**config.mk**
```make
export PLATFORM = sky130hd
export DESIGN_NAME = crc8_register_block_framing
export DESIGN_NICKNAME = d
export VERILOG_FILES = /design/src/rtl/crc8rbf_pkg.sv /design/src/rtl/crc8rbf_result_q.sv /design/src/rtl/crc8_register_block_framing.sv
export SDC_FILE = /design/constraint.sdc
export NUM_CORES = 1
export LEC_CHECK = 0
export ABC_CLOCK_PERIOD_IN_PS = 5690
export BUFFER_PORTS_ARGS = -buffer_cell sky130_fd_sc_hd__buf_2
export CAP_MARGIN = 40
export CORE_UTILIZATION = 45
export DETAILED_ROUTE_END_ITERATION = 7
export PLACE_DENSITY = 0.62
export SYNTH_ARGS = -nofsm -noshare
export SYNTH_HDL_FRONTEND = slang
export SYNTH_HIERARCHICAL = 1
export SYNTH_SLANG_ARGS = --single-unit
```
**constraint.sdc**
```tcl
create_clock -name clk -period 5.69 [get_ports clk]
set_input_delay 0.569 -clock clk [delete_from_list [all_inputs] [get_ports clk]]
set_output_delay 0.569 -clock clk [all_outputs]
set_load 0.02 [all_outputs]
```
**src/rtl/crc8rbf_pkg.sv**
```systemverilog
// ----------------------------------------------------------------------------
// crc8rbf_pkg
// Shared types, register indexes, status codes and the CRC-8 byte step used by
// the register block framing logic.
// ----------------------------------------------------------------------------
package crc8rbf_pkg;

    // Configuration register indexes
    localparam int unsigned CFG_IDX_W = 1;
    localparam logic [CFG_IDX_W-1:0] REG_DEV_ADDR = 1'b0;
    localparam logic [CFG_IDX_W-1:0] REG_CRC_POLY = 1'b1;

    // Reset values of the configuration registers
    localparam logic [6:0] RST_DEV_ADDR = 7'd8;
    localparam logic [7:0] RST_CRC_POLY = 8'h07;

    localparam logic [7:0] MSB_MASK = 8'h80;

    // Result status codes
    localparam logic [1:0] ST_WRITE    = 2'd0;
    localparam logic [1:0] ST_VERIFIED = 2'd1;
    localparam logic [1:0] ST_MISMATCH = 2'd2;

    // Results produced by one input item: up to three bytes, one status
    typedef struct packed {
        logic [1:0] count;
        logic [7:0] byte0;
        logic [7:0] byte1;
        logic [7:0] byte2;
        logic [1:0] status;
    } load_t;

    // One byte through an MSB-first CRC-8 that starts from zero. Feeding byte b
    // into a running crc c equals crc8_byte(poly, c ^ b).
    function automatic logic [7:0] crc8_byte(input logic [7:0] poly,
                                             input logic [7:0] data);
        logic [7:0] crc;
        logic       fb;
        crc = data;
        for (int i = 0; i < 8; i++)
        begin
            fb  = (crc & MSB_MASK) != 8'h00;
            crc = {crc[6:0], 1'b0};
            if (fb)
            begin
                crc = crc ^ poly;
            end
        end
        return crc;
    endfunction

endpackage

```
**src/rtl/crc8rbf_result_q.sv**
```systemverilog
// ----------------------------------------------------------------------------
// crc8rbf_result_q
// Result register: holds the up to three result bytes of one item and hands
// them out one transaction per cycle while out_stall is low, flagging the final one.
// ----------------------------------------------------------------------------
module crc8rbf_result_q (
    input  logic                clk,
    input  logic                rst_n,
    input  logic                load,
    input  crc8rbf_pkg::load_t  load_data,
    output logic                free,
    output logic                out_valid,
    input  logic                out_stall,
    output logic [7:0]          byte_out,
    output logic [1:0]          status,
    output logic                last
);

    logic [1:0] count_reg;
    logic [1:0] count_next;
    logic [7:0] byte0_reg;
    logic [7:0] byte1_reg;
    logic [7:0] byte2_reg;
    logic [1:0] status_reg;
    logic       take;

    assign take      = out_valid && !out_stall;
    assign out_valid = count_reg != 2'd0;
    assign last      = count_reg == 2'd1;
    assign byte_out  = byte0_reg;
    assign status    = status_reg;

    // Free once empty or when the final result leaves this cycle
    assign free = (count_reg == 2'd0) || (last && take);

    // Advance the count on each output transaction, reload from the core
    always_comb
    begin
        count_next = count_reg;
        if (take)
        begin
            count_next = count_reg - 2'd1;
        end
        if (load)
        begin
            count_next = load_data.count;
        end
    end

    always_ff @(posedge clk or negedge rst_n)
    begin
        if (!rst_n)
        begin
            count_reg <= 2'd0;
        end
        else
        begin
            count_reg <= count_next;
        end
    end

    // Shift payload forward on each transaction, or load a new set
    always_ff @(posedge clk)
    begin
        if (load)
        begin
            byte0_reg  <= load_data.byte0;
            byte1_reg  <= load_data.byte1;
            byte2_reg  <= load_data.byte2;
            status_reg <= load_data.status;
        end
        else if (take)
        begin
            byte0_reg <= byte1_reg;
            byte1_reg <= byte2_reg;
        end
    end

endmodule

```
**src/rtl/crc8_register_block_framing.sv**
```systemverilog
// ----------------------------------------------------------------------------
// crc8_register_block_framing
// Frames outgoing register write blocks with a CRC-8 and checks incoming read
// data/CRC pairs, dropping the rest of a read block after a mismatch.
// ----------------------------------------------------------------------------
//  Channel | Direction | Handshake          | Payload
//  in      | input     | in_valid/in_stall  | req_type, byte_in, first, reg_addr
//  out     | output    | out_valid/out_stall| byte_out, status, last
//  cfg     | input     | cfg_wr_en          | cfg_index, cfg_wdata
//
// An item is taken into an input register, processed by a single CRC byte
// step and loaded into the result register once that is free; until then it
// waits in the input register. A new item can enter every cycle while the
// result register frees up; while a write item's results drain, one item waits
// in the input register and the input stalls. A write item gives two or three
// output bytes, a read item at most one, so throughput is set by the output
// transactions. Address CRCs are refreshed on the config write itself.
// Reset is asynchronous and clears all control state.
// ----------------------------------------------------------------------------
module crc8_register_block_framing (
    input  logic                                 clk,
    input  logic                                 rst_n,
    input  logic                                 cfg_wr_en,
    input  logic [crc8rbf_pkg::CFG_IDX_W-1:0]    cfg_index,
    input  logic [7:0]                           cfg_wdata,
    input  logic                                 in_valid,
    output logic                                 in_stall,
    input  logic                                 req_type,
    input  logic [7:0]                           byte_in,
    input  logic                                 first,
    input  logic [7:0]                           reg_addr,
    output logic                                 out_valid,
    input  logic                                 out_stall,
    output logic [7:0]                           byte_out,
    output logic [1:0]                           status,
    output logic                                 last
);

    // Configuration and derived address CRCs
    logic [6:0] dev_addr_reg;
    logic [7:0] crc_poly_reg;
    logic [7:0] wr_addr_crc_reg;
    logic [7:0] rd_addr_crc_reg;
    logic [6:0] dev_addr_next;
    logic [7:0] crc_poly_next;

    // Input register
    logic       in_full_reg;
    logic       req_type_reg;
    logic [7:0] byte_in_reg;
    logic       first_reg;
    logic [7:0] reg_addr_reg;
    logic [7:0] pre_crc_reg;

    // Read pair state
    logic       expect_crc_reg;
    logic       expect_crc_next;
    logic       discarding_reg;
    logic       discarding_next;
    logic [7:0] held_byte_reg;
    logic [7:0] held_byte_next;
    logic [7:0] held_crc_reg;
    logic [7:0] held_crc_next;

    logic                 take_in;
    logic                 move;
    logic                 q_free;
    logic [7:0]           crc_arg;
    logic [7:0]           crc_val;
    crc8rbf_pkg::load_t   load_data;

    assign take_in  = in_valid && !in_stall;
    assign move     = in_full_reg && q_free;
    assign in_stall = in_full_reg && !q_free;

    // Pick the register value being written, else hold
    always_comb
    begin
        dev_addr_next = dev_addr_reg;
        crc_poly_next = crc_poly_reg;
        if (cfg_wr_en)
        begin
            unique case (cfg_index)
                crc8rbf_pkg::REG_DEV_ADDR: dev_addr_next = cfg_wdata[6:0];
                crc8rbf_pkg::REG_CRC_POLY: crc_poly_next = cfg_wdata;
                default: ;
            endcase
        end
    end

    always_ff @(posedge clk or negedge rst_n)
    begin
        if (!rst_n)
        begin
            dev_addr_reg    <= crc8rbf_pkg::RST_DEV_ADDR;
            crc_poly_reg    <= crc8rbf_pkg::RST_CRC_POLY;
            wr_addr_crc_reg <= crc8rbf_pkg::crc8_byte(crc8rbf_pkg::RST_CRC_POLY,
                                                      {crc8rbf_pkg::RST_DEV_ADDR, 1'b0});
            rd_addr_crc_reg <= crc8rbf_pkg::crc8_byte(crc8rbf_pkg::RST_CRC_POLY,
                                                      {crc8rbf_pkg::RST_DEV_ADDR, 1'b1});
        end
        else
        begin
            dev_addr_reg    <= dev_addr_next;
            crc_poly_reg    <= crc_poly_next;
            wr_addr_crc_reg <= crc8rbf_pkg::crc8_byte(crc_poly_next, {dev_addr_next, 1'b0});
            rd_addr_crc_reg <= crc8rbf_pkg::crc8_byte(crc_poly_next, {dev_addr_next, 1'b1});
        end
    end

    // Hold the input transaction; fold the register byte into the address CRC
    always_ff @(posedge clk or negedge rst_n)
    begin
        if (!rst_n)
        begin
            in_full_reg <= 1'b0;
        end
        else if (take_in)
        begin
            in_full_reg <= 1'b1;
        end
        else if (move)
        begin
            in_full_reg <= 1'b0;
        end
    end

    always_ff @(posedge clk)
    begin
        if (take_in)
        begin
            req_type_reg <= req_type;
            byte_in_reg  <= byte_in;
            first_reg    <= first;
            reg_addr_reg <= reg_addr;
            pre_crc_reg  <= crc8rbf_pkg::crc8_byte(crc_poly_reg, wr_addr_crc_reg ^ reg_addr);
        end
    end

    // One CRC byte step serves both item kinds
    always_comb
    begin
        if (!req_type_reg)
        begin
            crc_arg = first_reg ? (pre_crc_reg ^ byte_in_reg) : byte_in_reg;
        end
        else
        begin
            crc_arg = first_reg ? (rd_addr_crc_reg ^ byte_in_reg) : byte_in_reg;
        end
    end

    assign crc_val = crc8rbf_pkg::crc8_byte(crc_poly_reg, crc_arg);

    // Build the results and the next read state
    always_comb
    begin
        load_data        = '0;
        load_data.status = crc8rbf_pkg::ST_WRITE;
        expect_crc_next  = expect_crc_reg;
        discarding_next  = discarding_reg;
        held_byte_next   = held_byte_reg;
        held_crc_next    = held_crc_reg;
        if (!req_type_reg)
        begin
            if (first_reg)
            begin
                load_data.count = 2'd3;
                load_data.byte0 = reg_addr_reg;
                load_data.byte1 = byte_in_reg;
                load_data.byte2 = crc_val;
            end
            else
            begin
                load_data.count = 2'd2;
                load_data.byte0 = byte_in_reg;
                load_data.byte1 = crc_val;
            end
        end
        else
        begin
            priority if (first_reg)
            begin
                discarding_next = 1'b0;
                expect_crc_next = 1'b1;
                held_byte_next  = byte_in_reg;
                held_crc_next   = crc_val;
            end
            else if (discarding_reg)
            begin
                expect_crc_next = expect_crc_reg;
            end
            else if (!expect_crc_reg)
            begin
                expect_crc_next = 1'b1;
                held_byte_next  = byte_in_reg;
                held_crc_next   = crc_val;
            end
            else
            begin
                expect_crc_next = 1'b0;
                load_data.count = 2'd1;
                load_data.byte0 = held_byte_reg;
                if (held_crc_reg == byte_in_reg)
                begin
                    load_data.status = crc8rbf_pkg::ST_VERIFIED;
                end
                else
                begin
                    load_data.status = crc8rbf_pkg::ST_MISMATCH;
                    discarding_next  = 1'b1;
                end
            end
        end
    end

    // Advance read state when an item moves into the result register
    always_ff @(posedge clk or negedge rst_n)
    begin
        if (!rst_n)
        begin
            expect_crc_reg <= 1'b0;
            discarding_reg <= 1'b0;
            held_byte_reg  <= 8'h00;
            held_crc_reg   <= 8'h00;
        end
        else if (move)
        begin
            expect_crc_reg <= expect_crc_next;
            discarding_reg <= discarding_next;
            held_byte_reg  <= held_byte_next;
            held_crc_reg   <= held_crc_next;
        end
    end

    crc8rbf_result_q u_result_q (
        .clk       (clk),
        .rst_n     (rst_n),
        .load      (move),
        .load_data (load_data),
        .free      (q_free),
        .out_valid (out_valid),
        .out_stall (out_stall),
        .byte_out  (byte_out),
        .status    (status),
        .last      (last)
    );

endmodule
```
Word level (Yosys, flattened, before mapping)
Cells that the tools add are included.

Word-level logic and storage cells: 156. Output and inout port bits: 13. Flip-flop bits (word level): 104. Input bits: 32.

Mux-type cells: 75. $add $sub $neg: 1. Equality and inequality tests: 4. Reduce and logical (&&, ||, !) cells: 18. Bitwise gates (word level): 38.

Operator list (number): $mux 8 (55); $xor 8x8->8 (35); $mux 9 (3); $mux 17 (1); $mux 16 (1); $mux 7 (2); $mux 10 (1); $mux 1 (9); $eq 8x8->1 (1); $mux 2 (3); $reduce_bool 2->1 (3); $logic_and 1x1->1 (5); $ne 2x2->1 const B (2); $reduce_and 4->1 (1); $reduce_or 4->1 (1); $logic_not 1->1 (3); $not 1->1 (3); $reduce_and 3->1 (1); $eq 2x1->1 const B (1); $logic_not 2->1 (1); $reduce_and 2->1 (1); $reduce_or 2->1 (1); $sub 2x1->2 const B (1); $logic_or 1x1->1 (1).

Depth between registers and ports, before layout
Gate-level depths: netlist of run 1.

Word-level depth: 29. Mapped depth: 19. Mapped depth without buffers: 15.

By module
Netlist of run 1, hierarchy kept.

Modules (own cells, without submodules): crc8_register_block_framing (sequential area each 2048.2 um^2, times used 1, area an instance 6964.2 um^2, cells each 830); crc8rbf_result_q (sequential area each 830.8 um^2, times used 1, area an instance 1121.1 um^2, cells each 62).

Least setup slack after synthesis of run 1
No wires, ideal clock.

Kind: reg-to-reg. Start point: register req_type_reg. End point: register u_result_q.byte1_reg[6], data pin. Setup time: 0.260 ns. Arrival: 4.217 ns. Clock period less this slack: 4.477 ns. Stages on the path, launching flop included: 19. Setup slack: 1.213 ns. Required time: 5.430 ns. Buffers on the path: 3. Cells stage by stage: edfxtp_1 > buf_6 > mux2_4 > a21boi_2 > a2111oi_1 > or4_1 > and2_1 > buf_2 > o32a_1 > a31oi_1 > a211oi_1 > or3_1 > buf_6 > mux2i_4 > xnor2_2 > nand2_1 > xnor2_1 > a22o_1 > mux2_2.

RTL lines: from (decl) (line crc8_register_block_framing.sv:49) `logic req_type_reg;`; from (signal assigned) (line crc8_register_block_framing.sv:132) `req_type_reg <= req_type;`; to (signal assigned) (line crc8rbf_result_q.sv:68) `byte1_reg <= load_data.byte1;`; to (signal assigned) (line crc8rbf_result_q.sv:75) `byte1_reg <= byte2_reg;`; to (decl) (line crc8rbf_result_q.sv:22) `logic [7:0] byte1_reg;`.

==> flow_metrics.env, run 1 <==
export IMPL_rr_worst_depth=16
export IMPL_drtIter0Drc=495
export IMPL_worstMarginPinSlew_ps=881
export IMPL_vias=6539
export IMPL_dp_slack_ps=518
export IMPL_h_tree_depth=3
export IMPL_reg2reg_to="u_result_q/byte1_reg[1]"
export IMPL_reg2reg_slack_ps=500
export IMPL_gp_congestion=0.872
export IMPL_max_freq_ghz=0.193
export IMPL_syn_avg_cell_area_sq_um=9.06
export IMPL_routedWlPerCell_um=18.4
export IMPL_cp_start_kind="register"
export IMPL_syn_nets=926
export IMPL_seq_area_frac_synth_pct=35.6
export IMPL_io_buffers=44
export IMPL_required_ps=5800
export IMPL_ys_ff_latch=104
export IMPL_crit_path_end_kind="register"
export IMPL_outcome="finished clean"
export IMPL_setup_tns_ps=0
export IMPL_synth_top_area_share_pct=19.3
export IMPL_top_level_ports=45
export IMPL_synth_common_cells="nand2_1 (130), xnor2_1 (111), nor2_1 (86)"
export IMPL_nets=957
export IMPL_grt_pass1_wl_mm=34.3
export IMPL_fin_crit_sh_pct=91.2
export IMPL_synth_largest_area_cell="edfxtp_1"
export IMPL_holdCritPathClass="input pin to asynchronous set/reset pin"
export IMPL_max_slew_margin_pct=39.6
export IMPL_r2r_start="req_type_reg"
export IMPL_yosysUniqueCellTypes=86
export IMPL_postCtsHoldBufs=0
export IMPL_hold_viol=0
export IMPL_yosys_warnings=6
export IMPL_worstSetupPathType="register to register"
export IMPL_area_growth_pct=10.1
export IMPL_fp_dieH_um=136
export IMPL_cp_max_fo=9
export IMPL_dpl_hpwl_mm=15.6
export IMPL_drive_above_1_share_pct=17.8
export IMPL_grt_pass1_vias=6292
export IMPL_path_clk_slew_ps=80
export IMPL_drcViolationCount=0
export IMPL_synthCells=892
export IMPL_synth_area_leaders="edfxtp_1 (19%), dfrtp_1 (12%), xnor2_1 (12%)"
export IMPL_slew_viol_final=0
export IMPL_dr_pass1_iters=5
export IMPL_async_flop_share_pct=50.0
export IMPL_clock_skew_final_ps=8.36
export IMPL_viasPerCell=5.67
export IMPL_row_count=48
export IMPL_cts_tree="yes"
export IMPL_core_sq_um=17400
export IMPL_cts_buffer_depth=2
export IMPL_die_w_um=136
export IMPL_synth_most_common_cell="nand2_1"
export IMPL_n_antenna_cell=0
export IMPL_ant_nets=0
export IMPL_clock_latency_ps=360
export IMPL_grt_overflow_total=0
export IMPL_fin_crit_ps=5190
export IMPL_fin_ws_ps=503
export IMPL_grt_max_degree=53
export IMPL_finalWirelength_mm=21.2
export IMPL_cts_made_buffers=9
export IMPL_syn_area_sq_um=8090
export IMPL_cts_sinks=104
export IMPL_grtUsageTotal_pct=24.1
export IMPL_worstPathArrival_ps=5300
export IMPL_crit_start="req_type_reg"
export IMPL_rsz0062_at_grt="no"
export IMPL_finalSetupViolations=0
export IMPL_endpoint="u_result_q/byte1_reg[1]"
export IMPL_max_cap_violations=0
export IMPL_fp_dieArea_sq_um=18500
export IMPL_synth_edf_count=52
export IMPL_synth_flop_cell="edfxtp_1"
export IMPL_cts_root_buffer="clkbuf_16"
export IMPL_start_util_pct=46.4
export IMPL_grt_antenna_before_repair=0
## repair_timing
item	in CTS	in global routing
setup buffers	0	2
gates resized for setup	0	0
setup endpoints to repair	0	1
## per-stage QoR
step	util (%)	hold WS [ps]	std cells	area, sq um
after floorplan	-	273	892	8090
after global placement	49.1	481	1134	8550
after detailed placement	49.1	491	1135	8560
after CTS	51.0	370	1151	8880
after global routing	51.1	372	1153	8900
final	51.1	328	1153	8900
## worst max-delay path: stages, from the launching register on
cell	delay [ps]
edfxtp_1	430
buf_12	160
mux2_4	300
a21boi_2	370
a2111oi_1	130
or4_1	550
and2_1	270
nor4_1	430
nor4_2	150
a2111oi_1	650
o2111a_1	310
nor2_2	80
xnor2_2	330
nand2_1	120
xnor2_1	270
a211oi_1	110
mux2_2	260
## placed cells by master, fill, tap and decap left out, types with 5 or more instances in the layout
master	count
and2_1	18
inv_1	23
buf_4	26
o211ai_1	9
a21oi_1	21
mux2_2	34
nand2_1	130
nand2b_1	6
a211oi_1	7
buf_2	44
o31ai_1	5
nor2_1	86
nand4_1	7
edfxtp_1	52
a31oi_1	7
and3_1	5
xor2_1	43
nor4_1	7
dfrtp_1	39
nor3_1	7
or3_1	9
clkbuf_16	9
a22o_1	7
dfstp_2	13
o21ai_1	5
mux2i_1	27
xnor2_1	111
o21ai_0	33
nand3_1	25
## worst min-delay path by stage
stage	from	slack, ps	endpoint	cells after the start
after floorplan	rst_n	270	crc_poly_reg[3]	0
after global placement	dev_addr_reg[2]	480	dev_addr_reg[2]	2
after detailed placement	held_crc_reg[0]	490	held_crc_reg[0]	2
after CTS	rst_n	370	u_result_q/count_reg[1]	2
after global routing	byte_in[2]	370	byte_in_reg[2]	1
final	rst_n	330	u_result_q/count_reg[0]	2
## per-layer routing
metal	GRT usage, %	up-vias	part of all wire (%)
met3	2.80	31	5.7
met2	40.6	205	48
met4	6.73	0	1.9
met5	0	-	0
li1	-	3199	-
met1	32.4	3104	45
## area by class of cell
| type | instances | area, sq um |
|---|---|---|
| fill | 1642 | 8510 |
| multi-input combinational | 712 | 4890 |
| sequential | 104 | 2880 |
| timing repair buffer | 71 | 435 |
| tap | 225 | 282 |
| clock buffer | 9 | 225 |
| clock inverter | 7 | 96.3 |
| inverter | 25 | 93.8 |
## cell families after synthesis
group	Yosys count	synth area share (%)
xor+xnor	162	18.6
fa+ha+maj	2	0.309
compound gates	159	14.4
mux	64	8.71
buf+inv	76	3.87
flops	104	35.6
simple gates	325	18.5
Power of run 1 is left out: the tool's default activity adds up to more than one toggle a clock period on the data nets, which glitch-free logic cannot reach.
==> run 2, diff against run 1 <==
ABC_AREA = 1   (was not set)
==> run 2 against run 1 <==
Count of clock-buffer cells in the layout is the same; worst hold slack is essentially flat; maximum frequency grew 9.5%; global-route usage shrank 0.77 points; final cell count grew 24%; synthesized area grew 0.34%; sequential cell count is the same; critical path depth grew 14; synthesized cell count grew 32%; highest routed layer unchanged; wire length shrank 5.2%.
==> flow_metrics.env, run 2 <==
export IMPL_syn_area_sq_um=8110
export IMPL_fin_crit_ps=4730
export IMPL_setup_tns_ps=0
export IMPL_clock_latency_ps=350
export IMPL_path_clk_slew_ps=70
export IMPL_synth_area_leaders="nand2_1 (23%), edfxtp_1 (19%), dfrtp_1 (12%)"
export IMPL_fp_dieArea_sq_um=18600
export IMPL_grt_pass1_wl_mm=33.3
export IMPL_synthCells=1177
export IMPL_crit_slowest_cell="edfxtp_1"
export IMPL_ant_nets=0
export IMPL_fp_dieH_um=136
export IMPL_holdCritPathClass="input pin to asynchronous set/reset pin"
export IMPL_final_common_cell="nand2_1"
export IMPL_top_level_ports=45
export IMPL_max_freq_ghz=0.211
export IMPL_viasPerCell=4.95
export IMPL_syn_nets=1211
export IMPL_dr_pass1_iters=5
export IMPL_io_buffers=44
export IMPL_worstPathArrival_ps=4850
export IMPL_gp_congestion=0.867
export IMPL_placed_cell_area_sq_um=8450
export IMPL_cts_root_buffer="clkbuf_16"
export IMPL_yosys_warnings=6
export IMPL_fin_crit_sh_pct=83.2
export IMPL_synth_top_area_share_pct=23.3
export IMPL_outcome="finished clean"
export IMPL_drive_above_1_share_pct=12.9
export IMPL_slew_viol_final=0
export IMPL_die_w_um=136
export IMPL_crit_path_frequent_cell="nand2_1"
export IMPL_yosysUniqueCellTypes=44
export IMPL_synth_largest_area_cell="nand2_1"
export IMPL_grt_pass1_vias=6377
export IMPL_vias=7076
export IMPL_cp_max_fo=18
export IMPL_required_ps=5800
export IMPL_cts_buffer_depth=2
export IMPL_grt_antenna_before_repair=0
export IMPL_cts_tree="yes"
export IMPL_crit_path_end_kind="register"
export IMPL_synth_most_common_cell="nand2_1"
export IMPL_max_cap_violations=0
export IMPL_grtUsageTotal_pct=23.3
export IMPL_start_util_pct=46.4
export IMPL_clock_skew_final_ps=10.8
export IMPL_cts_made_buffers=9
export IMPL_nets=1233
export IMPL_dpl_hpwl_mm=15.0
export IMPL_grt_max_degree=53
export IMPL_max_stage_delay_ps=550
export IMPL_row_count=48
export IMPL_drcViolationCount=0
export IMPL_finalSetupViolations=0
export IMPL_worstMarginPinSlew_ps=873
export IMPL_cp_start_kind="register"
export IMPL_finalWirelength_mm=20.1
export IMPL_n_antenna_cell=0
export IMPL_routedWlPerCell_um=14.1
export IMPL_ys_ff_latch=104
export IMPL_worstSetupPathType="register to register"
export IMPL_hold_viol=0
export IMPL_syn_avg_cell_area_sq_um=6.89
export IMPL_h_tree_depth=3
export IMPL_fin_area_sq_um=8770
export IMPL_max_slew_margin_pct=41.7
export IMPL_final_cell_mix="nand2_1 (504), nand3_1 (126), inv_1 (96)"
export IMPL_grt_overflow_total=0
export IMPL_async_flop_share_pct=50.0
export IMPL_core_sq_um=17500
export IMPL_synth_common_cells="nand2_1 (504), nand3_1 (126), inv_1 (96)"
export IMPL_seq_area_frac_synth_pct=35.5
export IMPL_rsz0062_at_grt="no"
export IMPL_postCtsHoldBufs=0
export IMPL_synth_edf_count=52
export IMPL_cts_sinks=104
export IMPL_drtIter0Drc=402
export IMPL_synth_flop_cell="edfxtp_1"
export IMPL_area_growth_pct=8.11
## run 2: cell families (layout without fill, tap and decap cells)
family,after synthesis,count (layout),synth area share [%]
compound gates,72,72,5.00
fa+ha+maj,2,2,0.308
buf+inv,155,182,8.30
xor+xnor,102,102,12.1
simple gates,742,742,38.8
flops,104,104,35.5
## run 2: worst paths after layout
path,depth (start not counted),start,slack [ps],to
worst max-delay path,30,req_type_reg,960,u_result_q/byte1_reg[3]
worst min-delay path,2,rst_n,330,dev_addr_reg[4]
worst max register to register,30,req_type_reg,960,u_result_q/byte1_reg[3]
worst min register to register,2,expect_crc_reg,480,expect_crc_reg
max in group asynchronous,2,rst_n,4890,wr_addr_crc_reg[7]
min in group clk,1,first,390,first_reg
## run 2: cell type report
| class | count | area (sq um) |
|---|---|---|
| Multi-Input combinational cell | 918 | 4560 |
| Sequential cell | 104 | 2880 |
| Timing Repair Buffer | 58 | 333 |
| Tap cell | 225 | 282 |
| Clock inverter | 7 | 77.6 |
| Clock buffer | 9 | 225 |
| Fill cell | 1731 | 8710 |
| Inverter | 108 | 412 |
## run 2: layer usage
layer,track usage (%),part of all wire [%],vias up,routed length (um)
li1,-,-,3729,-
met1,30.1,46,3195,9200
met2,40.3,49,129,9860
met3,3.58,3.5,23,697
met4,6.30,1.6,0,324
met5,0,0,-,0
## run 2: per-stage QoR
stage	hold slack (ps)	setup slack (ps)	util (%)	std cells
floorplan	273	2370	-	1177
global placement	467	1010	48.3	1410
detailed placement	466	787	48.4	1411
CTS	343	771	50.1	1427
global route	368	263	50.2	1429
finish	328	955	50.2	1429
## run 2: critical path: cells and delay by family (launching register included)
| kind | cells | cell delay, ps |
|---|---|---|
| flops | 1 | 550 |
| buf+inv | 2 | 270 |
| simple gates | 28 | 3670 |
## run 2: timing repair
| action | CTS | global route |
|---|---|---|
| setup endpoints to repair | 0 | 1 |
| endpoints found under the hold margin | 0 | 0 |
| buffers inserted | 0 | 2 |
| resized for setup | 0 | 0 |
Power of run 2 is left out for the same reason.
==> run 3, diff against run 2 <==
ABC_CLOCK_PERIOD_IN_PS = 4530   (was 5690)
clock period = 4.53 ns   (was 5.69 ns; I/O delays follow)
==> run 3 against run 2 <==
Count of clock-buffer cells in the layout is 2 higher; final cell count is 0.70% higher; clock skew is 2.5 ps lower; worst hold slack worse by 190 ps; design area is 0.83% higher; via count is 0.69% higher; critical path depth is 1 higher; critical endpoint unchanged.
==> flow_metrics.env, run 3 (synthesis results as in run 2) <==
export IMPL_top_layer="met4"
export IMPL_r2r_start="first_reg"
export IMPL_viasPerCell=4.95
export IMPL_max_stage_delay_ps=420
export IMPL_drcViolationCount=0
export IMPL_gp_congestion=0.879
export IMPL_cts_buffer_depth=2
export IMPL_clock_latency_ps=350
export IMPL_finalWirelength_mm=19.9
export IMPL_crit_path_end_kind="register"
export IMPL_ant_nets=0
export IMPL_fp_dieH_um=136
export IMPL_worstMarginPinSlew_ps=822
export IMPL_dp_cells=1420
export IMPL_stdcell_count=1439
export IMPL_wl_met3_um=866
export IMPL_cp_start_kind="register"
export IMPL_cts_sinks=104
export IMPL_outcome="finished clean"
export IMPL_top_level_ports=45
export IMPL_max_cap_violations=0
export IMPL_post_route_util_pct=50.6
export IMPL_hold_viol=0
export IMPL_cts_tree="yes"
export IMPL_row_count=48
export IMPL_start_util_pct=46.4
export IMPL_drive_above_1_share_pct=13.4
export IMPL_dpl_hpwl_mm=15.0
export IMPL_crit_slowest_cell="edfxtp_1"
export IMPL_grtUsageTotal_pct=22.9
export IMPL_cts_made_buffers=9
export IMPL_drtIter0Drc=439
export IMPL_final_common_cell="nand2_1"
export IMPL_die_w_um=136
export IMPL_max_freq_ghz=0.249
export IMPL_grt_antenna_before_repair=1
export IMPL_dr_pass1_iters=5
export IMPL_grt_pass1_wl_mm=32.6
export IMPL_nets=1243
export IMPL_fin_crit_sh_pct=88.8
export IMPL_cts_root_buffer="clkbuf_16"
export IMPL_n_antenna_cell=0
export IMPL_rsz0062_at_grt="no"
export IMPL_routedWlPerCell_um=13.9
export IMPL_fin_crit_ps=4020
export IMPL_fp_dieArea_sq_um=18600
export IMPL_max_slew_margin_pct=45.1
export IMPL_setup_tns_ps=0
export IMPL_grt_max_degree=33
export IMPL_path_clk_slew_ps=70
export IMPL_area_growth_pct=9.01
export IMPL_clock_skew_final_ps=8.24
export IMPL_grt_pass1_vias=6388
export IMPL_crit_start="first_reg"
export IMPL_crit_path_frequent_cell="nand2_1"
export IMPL_worstSetupPathType="register to register"
export IMPL_hold_worst_slack_ps=140
export IMPL_worstPathArrival_ps=4130
export IMPL_core_sq_um=17500
export IMPL_postCtsHoldBufs=0
export IMPL_wl_met2_mm=9.76
export IMPL_wl_met1_mm=8.98
export IMPL_h_tree_depth=3
export IMPL_holdCritPathClass="input pin to asynchronous set/reset pin"
export IMPL_finalSetupViolations=0
export IMPL_rr_worst_depth=31
export IMPL_vias=7125
export IMPL_io_buffers=44
export IMPL_cp_max_fo=15
export IMPL_grt_overflow_total=0
export IMPL_slew_viol_final=0
export IMPL_final_cell_mix="nand2_1 (503), nand3_1 (126), inv_1 (96)"
export IMPL_required_ps=4640
-- run 3: changes by cell type in the layout (fill, tap and decap cells not counted), sizes merged --
| cell | delta |
|---|---|
| buf | +10 |
| clkinvlp | +1 |
| clkbuf | +2 |
| inv | -3 |
-- run 3: repair_timing --
| action | CTS | global route |
|---|---|---|
| resized for setup | 0 | 4 |
| setup buffers | 0 | 3 |
| endpoints found under the setup margin | 0 | 24 |
| hold endpoints to repair | 0 | 0 |
-- run 3: cell type report --
class                      count  area, sq um
timing repair buffer          68          400
tap                          225          282
clock inverter                 5         57.6
inverter                     108          412
clock buffer                  11          233
fill                        1689         8630
sequential                   104         2880
multi-input combinational    918         4580
-- run 3: worst paths after layout --
check	slack [ps]	to
setup / recovery	510	u_result_q/byte1_reg[3]
hold / removal	140	dev_addr_reg[4]
setup reg to reg	510	u_result_q/byte1_reg[3]
hold reg to reg	490	dev_addr_reg[3]
max in group asynchronous	3520	wr_addr_crc_reg[4]
min in group clk	270	byte_in_reg[6]
-- run 3: per-stage QoR --
stage / area (sq um) / setup WS (ps)
final: 8840 / 506
after global placement: 8510 / 400
after detailed placement: 8510 / 217
after CTS: 8800 / 207
after floorplan: 8110 / 1280
after global routing: 8840 / 41.3
-- run 3: metal layers --
metal  vias to the layer above  GRT usage [%]
li1                       3748              -
met1                      3190           28.9
met2                       164           40.0
met3                        23           4.51
met4                         0           5.25
met5                         -              0
-- run 3: worst max-delay path: cells and delay by family (launching register included) --
| family | cells | cell delay, ps |
|---|---|---|
| flops | 1 | 420 |
| buf+inv | 2 | 230 |
| simple gates | 29 | 3130 |
Power of run 3 is left out for the same reason.
